==> src/hdl/qwt_pkg.sv <==
// Package for the quoted word tokenizer: result kinds, special byte codes,
// the result record and the lexer-to-queue push bundle.
// Depends on nothing.
package qwt_pkg;

  // result kinds
  typedef enum logic [1:0] {
    KIND_BYTE  = 2'd0,
    KIND_END   = 2'd1,
    KIND_CLOSE = 2'd2,
    KIND_EMPTY = 2'd3
  } kind_e;

  // bytes with a meaning to the lexer
  localparam logic [7:0] CH_BACKSLASH = 8'h5C;
  localparam logic [7:0] CH_DQUOTE    = 8'h22;
  localparam logic [7:0] CH_DOLLAR    = 8'h24;
  localparam logic [7:0] CH_BACKTICK  = 8'h60;
  localparam logic [7:0] CH_SQUOTE    = 8'h27;
  localparam logic [7:0] CH_SPACE     = 8'h20;

  // most results one input byte can cause
  localparam int unsigned MaxResults = 3;

  // default depth of the result queue, at least MaxResults
  localparam int unsigned QwtFifoDepth = 4;

  typedef struct packed {
    kind_e      kind;
    logic [7:0] ch;
    logic       last;
  } res_t;

  // results of one transfer, slot 0 first
  typedef struct packed {
    logic [1:0]           cnt;
    res_t [MaxResults-1:0] slot;
  } push_t;

endpackage

==> src/hdl/qwt_lexer.sv <==
// Quoted word lexer: quoting and escape state plus the decode of one byte
// into up to three results. Depends on qwt_pkg.
module qwt_lexer
  import qwt_pkg::*;
(
  input  logic       clk_i,
  input  logic       rst_ni,
  input  logic       accept_i,
  input  logic [7:0] in_char_i,
  input  logic       line_end_i,
  output push_t      push_o
);

  logic sq_q, sq_d;
  logic dq_q, dq_d;
  logic esc_q, esc_d;
  logic delim_q, delim_d;
  logic start_q, start_d;

  logic  is_special;
  logic  normal;
  logic  [1:0] n;
  res_t  [MaxResults-1:0] slot;

  assign is_special = (in_char_i == CH_DQUOTE) || (in_char_i == CH_BACKSLASH) ||
                      (in_char_i == CH_DOLLAR) || (in_char_i == CH_BACKTICK);

  // decode of one byte against the current quoting state
  always_comb begin
    sq_d    = sq_q;
    dq_d    = dq_q;
    esc_d   = esc_q;
    delim_d = delim_q;
    start_d = start_q;
    normal  = 1'b1;
    n       = 2'd0;
    slot    = '0;

    // byte after a backslash
    if (esc_q) begin
      esc_d = 1'b0;
      if (dq_q && !is_special) begin
        slot[n] = '{kind: KIND_BYTE, ch: CH_BACKSLASH, last: 1'b0};
        n       = n + 2'd1;
      end else begin
        slot[n] = '{kind: KIND_BYTE, ch: in_char_i, last: 1'b0};
        n       = n + 2'd1;
        normal  = 1'b0;
      end
    end

    // ordinary handling
    if (normal) begin
      if (!sq_q && !dq_q && (in_char_i == CH_SPACE)) begin
        if (!start_q) begin
          delim_d = 1'b1;
        end
      end else begin
        if (delim_q) begin
          slot[n] = '{kind: KIND_END, ch: 8'h00, last: 1'b0};
          n       = n + 2'd1;
          delim_d = 1'b0;
        end
        start_d = 1'b0;
        if (in_char_i == CH_BACKSLASH) begin
          if (sq_q || line_end_i) begin
            slot[n] = '{kind: KIND_BYTE, ch: in_char_i, last: 1'b0};
            n       = n + 2'd1;
          end else begin
            esc_d = 1'b1;
          end
        end else if ((in_char_i == CH_SQUOTE) && !dq_q) begin
          sq_d = !sq_q;
        end else if ((in_char_i == CH_DQUOTE) && !sq_q) begin
          dq_d = !dq_q;
        end else begin
          slot[n] = '{kind: KIND_BYTE, ch: in_char_i, last: 1'b0};
          n       = n + 2'd1;
        end
      end
    end

    // line end closes the word or marks an empty line, then state resets
    if (line_end_i) begin
      slot[n] = '{kind: (start_d ? KIND_EMPTY : KIND_CLOSE), ch: 8'h00, last: 1'b0};
      n       = n + 2'd1;
      sq_d    = 1'b0;
      dq_d    = 1'b0;
      esc_d   = 1'b0;
      delim_d = 1'b0;
      start_d = 1'b1;
    end

    // flag the final result of this byte
    if (n != 2'd0) begin
      slot[n - 2'd1].last = 1'b1;
    end
  end

  assign push_o.cnt  = accept_i ? n : 2'd0;
  assign push_o.slot = slot;

  // state update on each input transfer
  always_ff @(posedge clk_i or negedge rst_ni) begin
    if (!rst_ni) begin
      sq_q    <= 1'b0;
      dq_q    <= 1'b0;
      esc_q   <= 1'b0;
      delim_q <= 1'b0;
      start_q <= 1'b1;
    end else if (accept_i) begin
      sq_q    <= sq_d;
      dq_q    <= dq_d;
      esc_q   <= esc_d;
      delim_q <= delim_d;
      start_q <= start_d;
    end
  end

endmodule

==> src/hdl/qwt_res_fifo.sv <==
// Result queue: takes up to three results a cycle, hands out one a cycle while popped.
// Depends on qwt_pkg.
module qwt_res_fifo
  import qwt_pkg::*;
#(
  parameter int unsigned Depth = QwtFifoDepth
) (
  input  logic                       clk_i,
  input  logic                       rst_ni,
  input  push_t                      push_i,
  input  logic                       pop_i,
  output logic                       room_o,
  output logic                       valid_o,
  output res_t                       head_o,
  output logic [$clog2(Depth+1)-1:0] level_o
);

  localparam int unsigned PtrW = (Depth > 1) ? $clog2(Depth) : 1;
  localparam int unsigned CntW = $clog2(Depth + 1);
  localparam int unsigned SumW = PtrW + 2;

  res_t            mem_q [Depth];
  logic [PtrW-1:0] wr_q, wr_d;
  logic [PtrW-1:0] rd_q, rd_d;
  logic [CntW-1:0] cnt_q, cnt_d;
  logic [PtrW-1:0] widx [MaxResults];
  logic [SumW-1:0] wsum [MaxResults];
  logic [SumW-1:0] rsum;

  // write addresses for each slot, wrapped
  always_comb begin
    for (int i = 0; i < MaxResults; i++) begin
      wsum[i] = {2'b00, wr_q} + SumW'(i);
      if (wsum[i] >= SumW'(Depth)) begin
        wsum[i] = wsum[i] - SumW'(Depth);
      end
      widx[i] = wsum[i][PtrW-1:0];
    end
  end

  // pointer and fill level update
  always_comb begin
    rsum = {2'b00, rd_q} + SumW'(1);
    if (rsum >= SumW'(Depth)) begin
      rsum = rsum - SumW'(Depth);
    end
    rd_d = pop_i ? rsum[PtrW-1:0] : rd_q;
    wr_d = wr_q;
    unique case (push_i.cnt)
      2'd0:    wr_d = wr_q;
      2'd1:    wr_d = widx[1];
      2'd2:    wr_d = widx[2];
      default: wr_d = (widx[2] == PtrW'(Depth - 1)) ? '0 : widx[2] + PtrW'(1);
    endcase
    cnt_d = cnt_q + CntW'(push_i.cnt) - CntW'(pop_i);
  end

  always_ff @(posedge clk_i or negedge rst_ni) begin
    if (!rst_ni) begin
      wr_q  <= '0;
      rd_q  <= '0;
      cnt_q <= '0;
    end else begin
      wr_q  <= wr_d;
      rd_q  <= rd_d;
      cnt_q <= cnt_d;
    end
  end

  // result storage
  always_ff @(posedge clk_i) begin
    for (int i = 0; i < MaxResults; i++) begin
      if (2'(i) < push_i.cnt) begin
        mem_q[widx[i]] <= push_i.slot[i];
      end
    end
  end

  assign room_o  = (cnt_q <= CntW'(Depth - MaxResults));
  assign valid_o = (cnt_q != '0);
  assign head_o  = mem_q[rd_q];
  assign level_o = cnt_q;

endmodule

==> src/hdl/quoted_word_tokenizer.sv <==
// Quoted word tokenizer, top level: lexer feeding a small result queue.
// Each result is stored in the result queue on its byte's transfer and offered from its head in order.
// Throughput: one byte per cycle while each byte gives at most one result
//   and out_stall_i is low; output drains one result per cycle, so extra results stall the input.
// The input stalls while the result queue cannot take three more results.
// Reset (asynchronous, active low): empty queue, unquoted, at line start.
module quoted_word_tokenizer
  import qwt_pkg::*;
#(
  parameter int unsigned FifoDepth = QwtFifoDepth
) (
  input  logic       clk_i,
  input  logic       rst_ni,
  input  logic       in_valid_i,
  output logic       in_stall_o,
  input  logic [7:0] in_char_i,
  input  logic       line_end_i,
  output logic       out_valid_o,
  input  logic       out_stall_i,
  output logic [1:0] kind_o,
  output logic [7:0] out_char_o,
  output logic       last_of_run_o
);

  localparam int unsigned CntW = $clog2(FifoDepth + 1);

  logic            accept;
  logic            pop;
  logic            room;
  push_t           push;
  res_t            head;
  logic [CntW-1:0] level;

  assign in_stall_o = !room;
  assign accept     = in_valid_i && !in_stall_o;
  assign pop        = out_valid_o && !out_stall_i;

  qwt_lexer u_lexer (
    .clk_i      (clk_i),
    .rst_ni     (rst_ni),
    .accept_i   (accept),
    .in_char_i  (in_char_i),
    .line_end_i (line_end_i),
    .push_o     (push)
  );

  qwt_res_fifo #(
    .Depth (FifoDepth)
  ) u_fifo (
    .clk_i   (clk_i),
    .rst_ni  (rst_ni),
    .push_i  (push),
    .pop_i   (pop),
    .room_o  (room),
    .valid_o (out_valid_o),
    .head_o  (head),
    .level_o (level)
  );

  // output fields from the queue head
  assign kind_o        = head.kind;
  assign out_char_o    = head.ch;
  assign last_of_run_o = head.last;

  // queue never overfills
  assert property (@(posedge clk_i) disable iff (!rst_ni)
    level <= CntW'(FifoDepth))
    else $error("result queue overfilled");

  // a line-end byte always gives at least one result
  assert property (@(posedge clk_i) disable iff (!rst_ni)
    (accept && line_end_i) |-> (push.cnt != 2'd0))
    else $error("line end produced no result");

  // pushes only happen on an input transfer
  assert property (@(posedge clk_i) disable iff (!rst_ni)
    !accept |-> (push.cnt == 2'd0))
    else $error("push without input transfer");

  // fill level follows pushes and pops
  assert property (@(posedge clk_i) disable iff (!rst_ni)
    ##1 (level == $past(level) + CntW'($past(push.cnt)) - CntW'($past(pop))))
    else $error("fill level mismatch");

endmodule

==> config.mk <==
export PLATFORM = sky130hd
export DESIGN_NAME = quoted_word_tokenizer
export DESIGN_NICKNAME = d
export VERILOG_FILES = /design/src/hdl/qwt_pkg.sv /design/src/hdl/qwt_lexer.sv /design/src/hdl/qwt_res_fifo.sv /design/src/hdl/quoted_word_tokenizer.sv
export SDC_FILE = /design/constraint.sdc
export NUM_CORES = 1
export LEC_CHECK = 0
export ABC_AREA = 1
export BUFFER_PORTS_ARGS = -buffer_cell sky130_fd_sc_hd__buf_2
export CAP_MARGIN = 10
export CORE_MARGIN = 10
export CORE_UTILIZATION = 47
export DETAILED_ROUTE_END_ITERATION = 8
export HOLD_SLACK_MARGIN = 0.02
export PLACE_DENSITY_LB_ADDON = 0.2
export SETUP_SLACK_MARGIN = 0.5
export SYNTH_ARGS = -nofsm -noshare
export SYNTH_HDL_FRONTEND = slang
export SYNTH_SLANG_ARGS = --single-unit
export TNS_END_PERCENT = 50
==> constraint.sdc <==
create_clock -name clk_i -period 3.3 [get_ports clk_i]
set_input_delay 0.66 -clock clk_i [delete_from_list [all_inputs] [get_ports clk_i]]
set_output_delay 0.66 -clock clk_i [all_outputs]
set_load 0.01 [all_outputs]
==> qor.txt <==
======================================================================
Number of levels in the clock H-tree                                 2
Cell Pwr Density                                          719.7 nW/um2
Cell count after synthesis                                         587
Critical path endpoint category                              flip-flop
CTS Buf Count                                                        5
Instance area at placement                                    4951 um2
DIE AREA                                                     13220 um2
Flop-to-flop setup slack                                       0.47 ns
RSZ-0062 raised after global routing                              true
First-pass GRT wire length                                    20870 um
First-pass iteration count of the detailed router                    5
TritonCTS clock tree                                               yes
DIE HEIGHT                                                    115.0 um
Largest net degree at the start of global routing                   40
HPWL Detailed                                                  9395 um
Detailed-route vias per instance                                 5.809
Tcrit/Tclk final                                                86.70%
Vias                                                              4386
Run status                                                   completed
Final clock skew                                           0.009560 ns
Post-route DRC violation count                                       0
Routed wire length                                            13260 um
Data required, critical path                                   3.34 ns
Layout cell share with drive strength beyond 1                  31.53%
Initial antenna violation count                                      0
GRT Total Usage                                                 19.21%
Maximum buffer depth of the clock tree                               2
Total Power Consumption                                       4.055 mW
Capture instance of the worst register-to-register path   u_fifo.mem_q[3][9]
Number of sinks driven by the clock tree                            56
Clock Tree Root                                               clkbuf_8
Post-synthesis cell area                                      4239 um2
Number of violations of the max-capacitance limit                    0
Number of nets in the final layout                                 680
Crit path arrival time                                         2.90 ns
Count of boundary I/O pins                                          26
Antenna diodes                                                       0
Distinct cell type count after synthesis                            34
Depth of the worst register-to-register path                        17
Register area share after synthesis                             38.28%
Critical path type                                        primary input to flip-flop
RR Startpoint                                             u_lexer.esc_q
Peak ir drop on the vdd network                            0.0004971 V
Type of the tightest min-delay check                      primary input to async pin
Max Clk Rate                                                0.3495 GHz
Fin crit period                                               2.861 ns
Area growth from synthesis to final layout                      32.91%
Syn Nets                                                           621
IO buf count                                                        25
Fill cells                                                         731
Starting density of the core                                    48.37%
FP Rows                                                             34
Area of the core                                              8763 um2
Tightest slew margin relative to the limit                      51.69%
Count of pins over their slew limit                                  0
Mean area per synthesized cell                               7.222 um2
Type of element launching the critical path               primary input
Width of the chip                                             115.0 um
Biggest fanout along the worst timing path                           6
Gpl congestion                                                  0.9046
Post-DRT Antenna Nets                                                0
Worst Tran Pin Value                                         0.7247 ns
Post-route cell area                                          5634 um2
Final number of setup-violating endpoints                            0
Worst skew pair latency                                        0.32 ns
Flop and latch count out of synthesis                               56
Warnings, synthesis                                                  0
Leakage power summed over all cells                           2.564 nW
Via count of the first global-routing pass                        4058
Global route overflow                                                0
Reg clk slew, reported paths                                   0.10 ns
Number of hold violations in the final report                        0
Post-detailed-route wirelength per cell                       17.57 um
Number of DRC markers in iteration 0                               661
======================================================================
-- state kept, by name, indices dropped and copies added, names as in the netlist --
signal	cells
u_fifo.mem_q	44
u_fifo.level_o	3
u_fifo.rd_q	2
u_fifo.wr_q	2
u_lexer.delim_q	1
u_lexer.dq_q	1
u_lexer.esc_q	1
u_lexer.sq_q	1
u_lexer.start_q	1
-- per-layer routing --
layer / routed length, um / vias up / track usage (%)
li1: - / 2124 / -
met1: 5561 / 2038 / 25.34
met2: 6535 / 197 / 32.02
met3: 1001 / 27 / 3.438
met4: 163 / 0 / 4.290
met5: 0 / - / 0
-- what timing repair did --
item                       CTS  global route
pin swaps                   35            20
buffers inserted            19             4
hold buffers                 0             0
hold endpoints to repair     0             0
setup endpoints to repair   90            92
resized for setup           56            36
cloned                       5             0
-- cell type report --
class / count / area, um2 / area share [%]
Sequential cell: 56 / 1624 / 28.83
Clock buffer: 5 / 68.82 / 1.221
Multi-Input combinational cell: 457 / 2851 / 50.61
Timing Repair Buffer: 81 / 696.9 / 12.37
Inverter: 45 / 236.5 / 4.197
Tap cell: 108 / 135.1 / 2.398
Clock inverter: 3 / 21.27 / 0.3775
-- synth_stat cells --
library cell / number / area, um2
nand3_1: 70 / 350.3
nand3_2: 5 / 50.05
o22ai_1: 12 / 75.07
xnor2_1: 2 / 17.52
o21ai_1: 1 / 5.000
xor2_1: 2 / 17.52
nor2_4: 1 / 11.26
inv_1: 38 / 142.6
fa_1: 1 / 20.02
clkinv_1: 1 / 3.750
o211ai_1: 1 / 7.510
and3_1: 1 / 6.260
a32oi_1: 1 / 8.760
buf_4: 4 / 30.03
nor3_1: 7 / 35.03
buf_2: 5 / 25.02
clkbuf_1: 15 / 56.30
o31ai_1: 1 / 7.510
ha_1: 20 / 250.2
inv_2: 6 / 22.52
dfstp_2: 1 / 26.28
buf_6: 2 / 22.52
nand2_1: 192 / 720.7
dfrtp_1: 11 / 275.3
o21ai_0: 26 / 130.1
buf_1: 6 / 22.52
nand2_2: 2 / 12.51
nor2_2: 3 / 18.77
a21oi_4: 1 / 16.27
nand4_1: 47 / 294.0
nor2_1: 44 / 165.2
a21oi_1: 13 / 65.06
edfxtp_1: 44 / 1321
or2_2: 1 / 6.260
-- worst max-delay path, stage by stage --
cell     delay (ns)
buf_12         0.11
inv_12         0.06
nand2_4        0.05
nor2_4         0.20
nand3_4        0.12
nand3_4        0.11
inv_2          0.05
nand2_4        0.07
nand3_4        0.09
nand2_4        0.09
ha_4           0.20
or2_4          0.26
nand2_8        0.09
nand2_8        0.07
inv_4          0.08
ha_4           0.18
nand2_4        0.09
inv_4          0.12
a21oi_4        0.06
nand2_4        0.14
-- worst max-delay path by stage --
stage | cells after the start | end | slack (ns) | startpoint
6_report | 20 | u_fifo.mem_q[3][9] | 0.44 | in_char_i[7]
4_1_cts | 20 | u_fifo.mem_q[3][8] | 0.45 | in_char_i[7]
3_3_place_gp | 18 | u_fifo.mem_q[3][10] | 0.02 | in_char_i[0]
5_1_grt | 17 | u_fifo.mem_q[3][9] | 0.35 | u_lexer.esc_q
2_1_floorplan | 19 | u_fifo.level_o[2] | 0.19 | in_char_i[0]
3_5_place_dp | 20 | u_fifo.mem_q[3][10] | -0.08 | in_char_i[0]
-- metrics by stage --
stage	setup TNS [ns]	instances	util, %	setup WS [ns]	hold slack [ns]
detailed placement	-1.251	719	56.50	-0.07898	0.5189
global placement	0	719	56.50	0.01879	0.4885
finish	0	755	64.29	0.4387	0.2053
global route	0	755	64.29	0.3537	0.2180
floorplan	0	587	-	0.1921	0.3644
CTS	0	751	62.28	0.4478	0.2157
-- layout by cell type (no fill, tap or decap), types with 9 or more instances in the layout --
cell and instances:
nand2_2 21, o21ai_0 26, inv_1 24, o22ai_1 12
nand4_1 47, edfxtp_1 44, nand2_1 160, buf_6 13
inv_2 9, buf_4 45, nand3_4 11, buf_2 17
nand2_4 13, nor2_4 9, nor2_1 34, ha_1 15
nand3_2 14, nand3_1 50, dfrtp_1 10
-- logic make-up after synthesis --
| family | synth area share (%) |
|---|---|
| AND/OR/NAND/NOR | 39.40 |
| buffers and inverters | 7.674 |
| AO/OA/AOI/OAI | 7.438 |
| flip-flops | 38.28 |
| adder cells (fa/ha/maj) | 6.375 |
| XOR/XNOR | 0.8266 |
-- power breakdown --
part           switching (mW)  internal [mW]  total [mW]
Clock                   0.245          0.151       0.397
Combinational            1.61          0.942        2.56
Sequential             0.0882           1.01        1.10
Total                    1.95           2.11        4.05
No activity file was read; power rests on OpenSTA's default activity.
